$ cat src/rtl/mulaw_error_feedback_encoder_macros.svh
// ----------------------------------------------------------------------------
// mu-law error feedback encoder assertion macros
// Shared concurrent assertion forms, clocked on clk, disabled in reset.
// ----------------------------------------------------------------------------
`ifndef MULAW_ERROR_FEEDBACK_ENCODER_MACROS_SVH
`define MULAW_ERROR_FEEDBACK_ENCODER_MACROS_SVH

// same-cycle implication
`define MLEFE_ASSERT_NOW(label, ante, cons, msg) \
  label: assert property (@(posedge clk) disable iff (!rst_n) (ante) |-> (cons)) \
    else $error(msg);

// next-cycle implication
`define MLEFE_ASSERT_NEXT(label, ante, cons, msg) \
  label: assert property (@(posedge clk) disable iff (!rst_n) (ante) |=> (cons)) \
    else $error(msg);

`endif

$ cat src/rtl/mlefe_pkg.sv
// ----------------------------------------------------------------------------
// mlefe_pkg
// Widths, mu-law constants, result type and the encode/decode functions.
// ----------------------------------------------------------------------------
`timescale 1ns / 1ps

package mlefe_pkg;

  localparam int SAMPLE_W = 16;
  localparam int CODE_W   = 8;
  localparam int ERR_W    = 12;

  localparam int MULAW_BIAS = 132;
  localparam int MULAW_CLIP = 32767;

  localparam logic signed [SAMPLE_W-1:0] SAMPLE_MAX = 16'sh7fff;
  localparam logic signed [SAMPLE_W-1:0] SAMPLE_MIN = 16'sh8000;

  typedef struct packed {
    logic [CODE_W-1:0]          code;
    logic signed [SAMPLE_W-1:0] reconstructed;
    logic signed [ERR_W-1:0]    feedback_error;
  } mlefe_result_t;

  function automatic logic [CODE_W-1:0] mulaw_encode(input logic signed [SAMPLE_W-1:0] s);
    logic signed [SAMPLE_W:0] sx;
    logic [SAMPLE_W:0]        mag;
    logic [SAMPLE_W:0]        biased;
    logic [14:0]              clipped;
    logic [7:0]               top;
    logic [2:0]               ex;
    logic [14:0]              shifted;
    logic                     sign;
    sx      = {s[SAMPLE_W-1], s};
    sign    = ~s[SAMPLE_W-1];
    mag     = s[SAMPLE_W-1] ? (SAMPLE_W+1)'(-sx) : (SAMPLE_W+1)'(sx);
    biased  = mag + (SAMPLE_W+1)'(MULAW_BIAS);
    clipped = (biased > (SAMPLE_W+1)'(MULAW_CLIP)) ? 15'(MULAW_CLIP) : biased[14:0];
    top     = clipped[14:7];
    ex      = 3'd0;
    for (int i = 1; i < 8; i++) begin
      if (top[i]) begin
        ex = 3'(i);
      end
    end
    shifted = clipped >> (4'(ex) + 4'd3);
    return ~{sign, ex, shifted[3:0]};
  endfunction

  function automatic logic signed [SAMPLE_W-1:0] mulaw_decode(input logic [CODE_W-1:0] code);
    logic [CODE_W-1:0]        u;
    logic [2:0]               ex;
    logic [14:0]              mag15;
    logic signed [SAMPLE_W:0] magd;
    logic signed [SAMPLE_W:0] negd;
    u     = ~code;
    ex    = u[6:4];
    mag15 = 15'({1'b1, u[3:0]}) << (4'(ex) + 4'd3);
    magd  = $signed({2'b00, mag15}) - (SAMPLE_W+1)'(MULAW_BIAS);
    negd  = -magd;
    return u[7] ? magd[SAMPLE_W-1:0] : negd[SAMPLE_W-1:0];
  endfunction

endpackage

$ cat src/rtl/mlefe_if.sv
// ----------------------------------------------------------------------------
// mlefe_in_if / mlefe_out_if
// Valid/ready channels for input samples and encoded results.
// ----------------------------------------------------------------------------
`timescale 1ns / 1ps

interface mlefe_in_if;
  import mlefe_pkg::*;

  logic                       valid;
  logic                       ready;
  logic signed [SAMPLE_W-1:0] sample;
  logic                       last_sample;

  modport source (output valid, sample, last_sample, input ready);
  modport sink   (input valid, sample, last_sample, output ready);
endinterface

interface mlefe_out_if;
  import mlefe_pkg::*;

  logic                       valid;
  logic                       ready;
  logic [CODE_W-1:0]          code;
  logic signed [SAMPLE_W-1:0] reconstructed;
  logic signed [ERR_W-1:0]    feedback_error;

  modport source (output valid, code, reconstructed, feedback_error, input ready);
  modport sink   (input valid, code, reconstructed, feedback_error, output ready);
endinterface

$ cat src/rtl/mlefe_codec.sv
// ----------------------------------------------------------------------------
// mlefe_codec
// Adds carried error, saturates, mu-law encodes, decodes and forms new error.
// ----------------------------------------------------------------------------
`timescale 1ns / 1ps

module mlefe_codec (
  input  logic signed [mlefe_pkg::SAMPLE_W-1:0] sample,
  input  logic signed [mlefe_pkg::ERR_W-1:0]    carried_err,
  output mlefe_pkg::mlefe_result_t              result
);
  import mlefe_pkg::*;

  logic signed [SAMPLE_W:0]   sum_wide;
  logic signed [SAMPLE_W-1:0] sum_sat;
  logic [CODE_W-1:0]          code;
  logic signed [SAMPLE_W-1:0] rec;
  logic signed [SAMPLE_W:0]   err_wide;

  assign sum_wide = {sample[SAMPLE_W-1], sample}
                  + {{(SAMPLE_W+1-ERR_W){carried_err[ERR_W-1]}}, carried_err};

  always_comb begin
    if (sum_wide[SAMPLE_W] != sum_wide[SAMPLE_W-1]) begin
      sum_sat = sum_wide[SAMPLE_W] ? SAMPLE_MIN : SAMPLE_MAX;
    end else begin
      sum_sat = sum_wide[SAMPLE_W-1:0];
    end
  end

  assign code     = mulaw_encode(sum_sat);
  assign rec      = mulaw_decode(code);
  assign err_wide = {sum_sat[SAMPLE_W-1], sum_sat} - {rec[SAMPLE_W-1], rec};

  assign result.code           = code;
  assign result.reconstructed  = rec;
  assign result.feedback_error = err_wide[ERR_W-1:0];

endmodule

$ cat src/rtl/mulaw_error_feedback_encoder.sv
// ----------------------------------------------------------------------------
// mulaw_error_feedback_encoder
// mu-law sample encoder with quantization error feedback.
// ----------------------------------------------------------------------------
//   channel  dir  payload                                    handshake
//   in_ch    in   sample[15:0] s, last_sample                valid/ready
//   out_ch   out  code[7:0], reconstructed[15:0] s,          valid/ready
//                 feedback_error[11:0] s
//
// One sample per cycle while results are taken; each sample passes through the
// input stage register and then the result register. Carried error loop
// closes through the codec between the input stage and the result register.
// Synchronous active-low reset empties both stages and zeroes the error.
// A stalled result holds the input stage; a full input stage refuses input until the result drains.
// ----------------------------------------------------------------------------
`timescale 1ns / 1ps
`include "mulaw_error_feedback_encoder_macros.svh"

module mulaw_error_feedback_encoder (
  input  logic        clk,
  input  logic        rst_n,
  mlefe_in_if.sink    in_ch,
  mlefe_out_if.source out_ch
);
  import mlefe_pkg::*;

  logic                       s1_valid_r, s1_valid_nxt;
  logic signed [SAMPLE_W-1:0] s1_sample_r, s1_sample_nxt;
  logic                       s1_last_r, s1_last_nxt;
  logic signed [ERR_W-1:0]    carried_err_r, carried_err_nxt;
  logic                       out_valid_r, out_valid_nxt;
  mlefe_result_t              out_res_r, out_res_nxt;
  mlefe_result_t              codec_res;
  logic                       s1_adv;
  logic                       in_xfer;

  mlefe_codec u_codec (
    .sample      (s1_sample_r),
    .carried_err (carried_err_r),
    .result      (codec_res)
  );

  assign s1_adv       = s1_valid_r && (!out_valid_r || out_ch.ready);
  assign in_ch.ready  = !s1_valid_r || s1_adv;
  assign in_xfer      = in_ch.valid && in_ch.ready;

  always_comb begin
    s1_valid_nxt    = s1_valid_r;
    s1_sample_nxt   = s1_sample_r;
    s1_last_nxt     = s1_last_r;
    carried_err_nxt = carried_err_r;
    out_valid_nxt   = out_valid_r;
    out_res_nxt     = out_res_r;
    if (out_valid_r && out_ch.ready) begin
      out_valid_nxt = 1'b0;
    end
    if (s1_adv) begin
      s1_valid_nxt    = 1'b0;
      out_valid_nxt   = 1'b1;
      out_res_nxt     = codec_res;
      carried_err_nxt = s1_last_r ? '0 : codec_res.feedback_error;
    end
    if (in_xfer) begin
      s1_valid_nxt  = 1'b1;
      s1_sample_nxt = in_ch.sample;
      s1_last_nxt   = in_ch.last_sample;
    end
  end

  always_ff @(posedge clk) begin
    if (!rst_n) begin
      s1_valid_r    <= 1'b0;
      out_valid_r   <= 1'b0;
      carried_err_r <= '0;
    end else begin
      s1_valid_r    <= s1_valid_nxt;
      out_valid_r   <= out_valid_nxt;
      carried_err_r <= carried_err_nxt;
    end
  end

  always_ff @(posedge clk) begin
    s1_sample_r <= s1_sample_nxt;
    s1_last_r   <= s1_last_nxt;
    out_res_r   <= out_res_nxt;
  end

  assign out_ch.valid          = out_valid_r;
  assign out_ch.code           = out_res_r.code;
  assign out_ch.reconstructed  = out_res_r.reconstructed;
  assign out_ch.feedback_error = out_res_r.feedback_error;

  `MLEFE_ASSERT_NEXT(a_err_hold, !s1_adv, $stable(carried_err_r), "error changed without transfer")
  `MLEFE_ASSERT_NEXT(a_err_clear, s1_adv && s1_last_r, carried_err_r == '0, "error not cleared")
  `MLEFE_ASSERT_NEXT(a_err_carry, s1_adv && !s1_last_r,
                     carried_err_r == out_res_r.feedback_error, "carried error mismatch")

endmodule

$ cat src/flat_wrapper.sv
// flat-port wrapper written by rule: the top's interface ports become plain ports
module mulaw_error_feedback_encoder_flat import mlefe_pkg::*;
  (clk, rst_n, in_ch_valid, in_ch_sample, in_ch_last_sample, in_ch_ready, out_ch_valid, out_ch_code, out_ch_reconstructed, out_ch_feedback_error, out_ch_ready);
  mlefe_in_if in_ch_i ();
  mlefe_out_if out_ch_i ();
  input  logic clk;
  input  logic rst_n;
  input wire logic [$bits(in_ch_i.valid)-1:0] in_ch_valid;
  input wire logic [$bits(in_ch_i.sample)-1:0] in_ch_sample;
  input wire logic [$bits(in_ch_i.last_sample)-1:0] in_ch_last_sample;
  output wire logic [$bits(in_ch_i.ready)-1:0] in_ch_ready;
  output wire logic [$bits(out_ch_i.valid)-1:0] out_ch_valid;
  output wire logic [$bits(out_ch_i.code)-1:0] out_ch_code;
  output wire logic [$bits(out_ch_i.reconstructed)-1:0] out_ch_reconstructed;
  output wire logic [$bits(out_ch_i.feedback_error)-1:0] out_ch_feedback_error;
  input wire logic [$bits(out_ch_i.ready)-1:0] out_ch_ready;
  assign in_ch_i.valid = in_ch_valid;
  assign in_ch_i.sample = in_ch_sample;
  assign in_ch_i.last_sample = in_ch_last_sample;
  assign in_ch_ready = in_ch_i.ready;
  assign out_ch_valid = out_ch_i.valid;
  assign out_ch_code = out_ch_i.code;
  assign out_ch_reconstructed = out_ch_i.reconstructed;
  assign out_ch_feedback_error = out_ch_i.feedback_error;
  assign out_ch_i.ready = out_ch_ready;
  mulaw_error_feedback_encoder u_core (.clk(clk), .rst_n(rst_n), .in_ch(in_ch_i), .out_ch(out_ch_i));
endmodule
$ cat config.mk
export PLATFORM = sky130hd
export DESIGN_NAME = mulaw_error_feedback_encoder_flat
export DESIGN_NICKNAME = d
export VERILOG_FILES = /design/src/rtl/mlefe_pkg.sv /design/src/rtl/mlefe_if.sv /design/src/rtl/mlefe_codec.sv /design/src/rtl/mulaw_error_feedback_encoder.sv /design/src/flat_wrapper.sv
export VERILOG_INCLUDE_DIRS = /design/src /design/src/rtl
export SDC_FILE = /design/constraint.sdc
export NUM_CORES = 1
export LEC_CHECK = 0
export BUFFER_PORTS_ARGS = -buffer_cell sky130_fd_sc_hd__buf_4
export CORE_MARGIN = 5
export CORE_UTILIZATION = 50
export DETAILED_ROUTE_END_ITERATION = 6
export PLACE_DENSITY = 0.79
export RECOVER_POWER = 100
export SYNTH_ARGS = -nofsm -noshare
export SYNTH_HDL_FRONTEND = slang
export SYNTH_SLANG_ARGS = --single-unit
$ cat constraint.sdc
create_clock -name clk -period 19.45 [get_ports clk]
set_input_delay 3.89 -clock clk [delete_from_list [all_inputs] [get_ports clk]]
set_output_delay 3.89 -clock clk [all_outputs]
set_load 0.005 [all_outputs]
==> qor.txt <==
DR vias/cell -> 6.47
RSZ-0062 raised after global routing -> false
instance count on the critical path -> 41
area grow syn2layout -> 10.7%
Hold Crit Class -> register to register
Post-DRT Antenna Nets -> 0
Post-synth EDFFs -> 53
CP max-delay cell -> o41ai_1
CTS Buffer Depth -> 2
post-synth top area cell -> edfxtp_1
root buffer cell -> clkbuf_16
worst rel slew slack -> -0.348
Post-CTS Setup Inserts -> 0
Total Wirelength -> 18300 um
crit path time final -> 14.20 ns
Setup-failing EPs final -> 0
Synth top area share -> 0.230
CP startpoint -> u_core.s1_sample_r[6]
status -> finished, violations left
CP startpoint kind -> register
CP Buf/Inv Count -> 7
fraction of layout cells with a size suffix above 1 -> 0.155
Tot GR Track Use -> 0.223
Congestion Overflow GR -> 0
Async S/R FF share, synth -> 0
max-slew violations -> 89
final critical-path share of the clock period -> 0.730
clk_skew -> 0.00886 ns
GP Congestion -> 0.923
TritonCTS buffer count -> 9
worst r2r dst -> u_core.out_ch.feedback_error[11]
row cnt -> 43
Ports -> 59
slowest cell delay on critical path -> 1.40 ns
Synth Flop Type -> edfxtp_1
global-route wire length before repair -> 29600 um
sequential-to-total area share from yosys stat -> 0.271
hpwl dp -> 13800 um
worst flop-to-flop path startpoint -> u_core.s1_sample_r[6]
post-synth net total -> 842
Placement Setup Slack -> 7.36 ns
Max H-tree Level -> 3
Clock Latency Late Sink -> 0.35 ns
Setup TNS -> 0 ns
full die area -> 0.0163 mm^2
crit path to -> u_core.out_ch.feedback_error[11]
measured slew at the worst slew-check pin -> 2.02 ns
Final Hold Fails -> 0
Nets -> 876
Seq cells post-synth -> 67
Data arrival, critical path -> 14.30 ns
vias in the first global route -> 6011
crit-path max FO -> 37
required time of the critical path -> 19.55 ns
syn_area_per_cell -> 8.83 um^2
Register-to-Register Path Depth -> 41
Initial Utilization -> 0.504
Final WS setup -> 5.25 ns
Die W -> 128 um
Area contributors post-synth -> edfxtp_1 (23%), ha_1 (6.5%), xnor2_1 (6.0%)
critical path's top delay family -> compound AO/OA/AOI/OAI gates
Detailed Route Iter0 Violations -> 828
CTS tree -> built
post-synthesis cell area -> 0.00691 mm^2
CP Class -> register to register
flop2flop setup slack -> 5.25 ns
initial antenna violation count -> 0
Sink Count -> 67
yosys warns -> 0
CTS resizes -> 0
drt drc -> 0
critical path capture point type -> register
Hold WS -> 0.529 ns
failing checks -> max-capacitance violations, max-slew violations
die extent in y -> 128 um
Core Box Area -> 0.0137 mm^2
FMAX -> 70.4 MHz
count of different cell masters after synthesis -> 110
CTS clk-pin slew, worst paths -> 0.06 ns
count leader, synth -> nand2_1
port bufs -> 58
total iterations of the first detailed-routing run -> 6
Post-CTS Hold Buffers -> 0
post-DR wirelength/cell -> 18.2 um
gate count of the mapped netlist -> 783
Max Cap Viol -> 3
commonest cells in the netlist -> nand2_1 (57), edfxtp_1 (53), nor2_1 (53), xnor2_1 (47), a21oi_1 (40)
antenna cell count -> 0
largest net degree at the start of global routing -> 40
vias -> 6485
## worst reg2reg max path: cells and delay by family, from the launching register on
family                     cells  cell delay (ns)
buffers and inverters          7             3.07
AOI/OAI and AO/OA             16             6.10
and+or+nand+nor                9             1.79
DFF                            1             0.37
adders and majority gates      6             2.03
xor gates and xnor gates       3             0.59
## cell usage in the layout (no fill, tap or decap), drive strengths merged, types with 6 or more instances in the layout
master	n
clkbuf	69
nand2	59
nor2	57
edfxtp	53
xnor2	48
a21oi	45
inv	43
ha	36
o21ai	36
nand3	30
nor3	30
nor2b	17
xor2	17
nor4	16
o211ai	15
a211oi	15
o21a	14
dfxtp	14
a22oi	12
a31oi	11
nand2b	10
a21o	10
or3	9
and3	9
nand4	8
o22ai	8
o221ai	8
a31o	7
and2	7
mux2i	6
o2111ai	6
or2	6
## routing by layer
metal / track usage / part of all wire
met3: 0.0552 / 0.092
met1: 0.283 / 0.41
met2: 0.360 / 0.47
met5: 0 / 0
met4: 0.0953 / 0.033
## layout make-up
cell class / instances / area (um^2)
clock buffer: 11 / 275
clock inverter: 5 / 43.8
fill: 1244 / 6070
inverter: 38 / 143
multi-input combinational: 640 / 4640
sequential: 67 / 1870
tap: 180 / 225
timing repair buffer: 61 / 450
## metrics by stage
| step | cells | utilization | cell area [um^2] |
|---|---|---|---|
| global route | 1002 | 0.558 | 7650 |
| finish | 1002 | 0.558 | 7650 |
| global placement | 986 | 0.539 | 7400 |
| floorplan | 783 | - | 6910 |
| CTS | 1002 | 0.563 | 7720 |
| detailed placement | 986 | 0.539 | 7400 |
## cells by family (layout without fill, tap and decap cells)
| logic type | Yosys count | count (layout) | share of synthesized area |
|---|---|---|---|
| flip-flops | 67 | 67 | 0.271 |
| XOR/XNOR | 67 | 67 | 0.0911 |
| AO/OA/AOI/OAI | 252 | 252 | 0.288 |
| AND/OR/NAND/NOR | 273 | 273 | 0.214 |
| multiplexers | 10 | 10 | 0.0158 |
| adder cells (fa/ha/maj) | 38 | 38 | 0.0710 |
| buffers and inverters | 76 | 115 | 0.0491 |
## worst min path at each step
stage	start	endpoint	slack, ns	cells after the start
after global placement	u_core.carried_err_r[0]	u_core.carried_err_r[0]	0.51	2
after detailed placement	u_core.s1_valid_r	u_core.out_ch.valid	0.50	1
after floorplan	u_core.carried_err_r[2]	u_core.carried_err_r[2]	0.48	2
after global routing	u_core.s1_valid_r	u_core.out_ch.valid	0.56	1
final	u_core.s1_valid_r	u_core.out_ch.valid	0.53	1
after CTS	u_core.s1_valid_r	u_core.out_ch.valid	0.53	1
## flip-flops by register name, summed over array words and instances, names as in the netlist
name	flops
u_core.out_ch.reconstructed	16
u_core.out_ch.valid	1
u_core.out_ch.code	8
u_core.s1_valid_r	1
u_core.s1_last_r	1
u_core.out_ch.feedback_error	12
u_core.s1_sample_r	16
u_core.carried_err_r	12
Power is left out: the tool's default activity adds up to more than one toggle a clock period on the data nets, which glitch-free logic cannot reach.
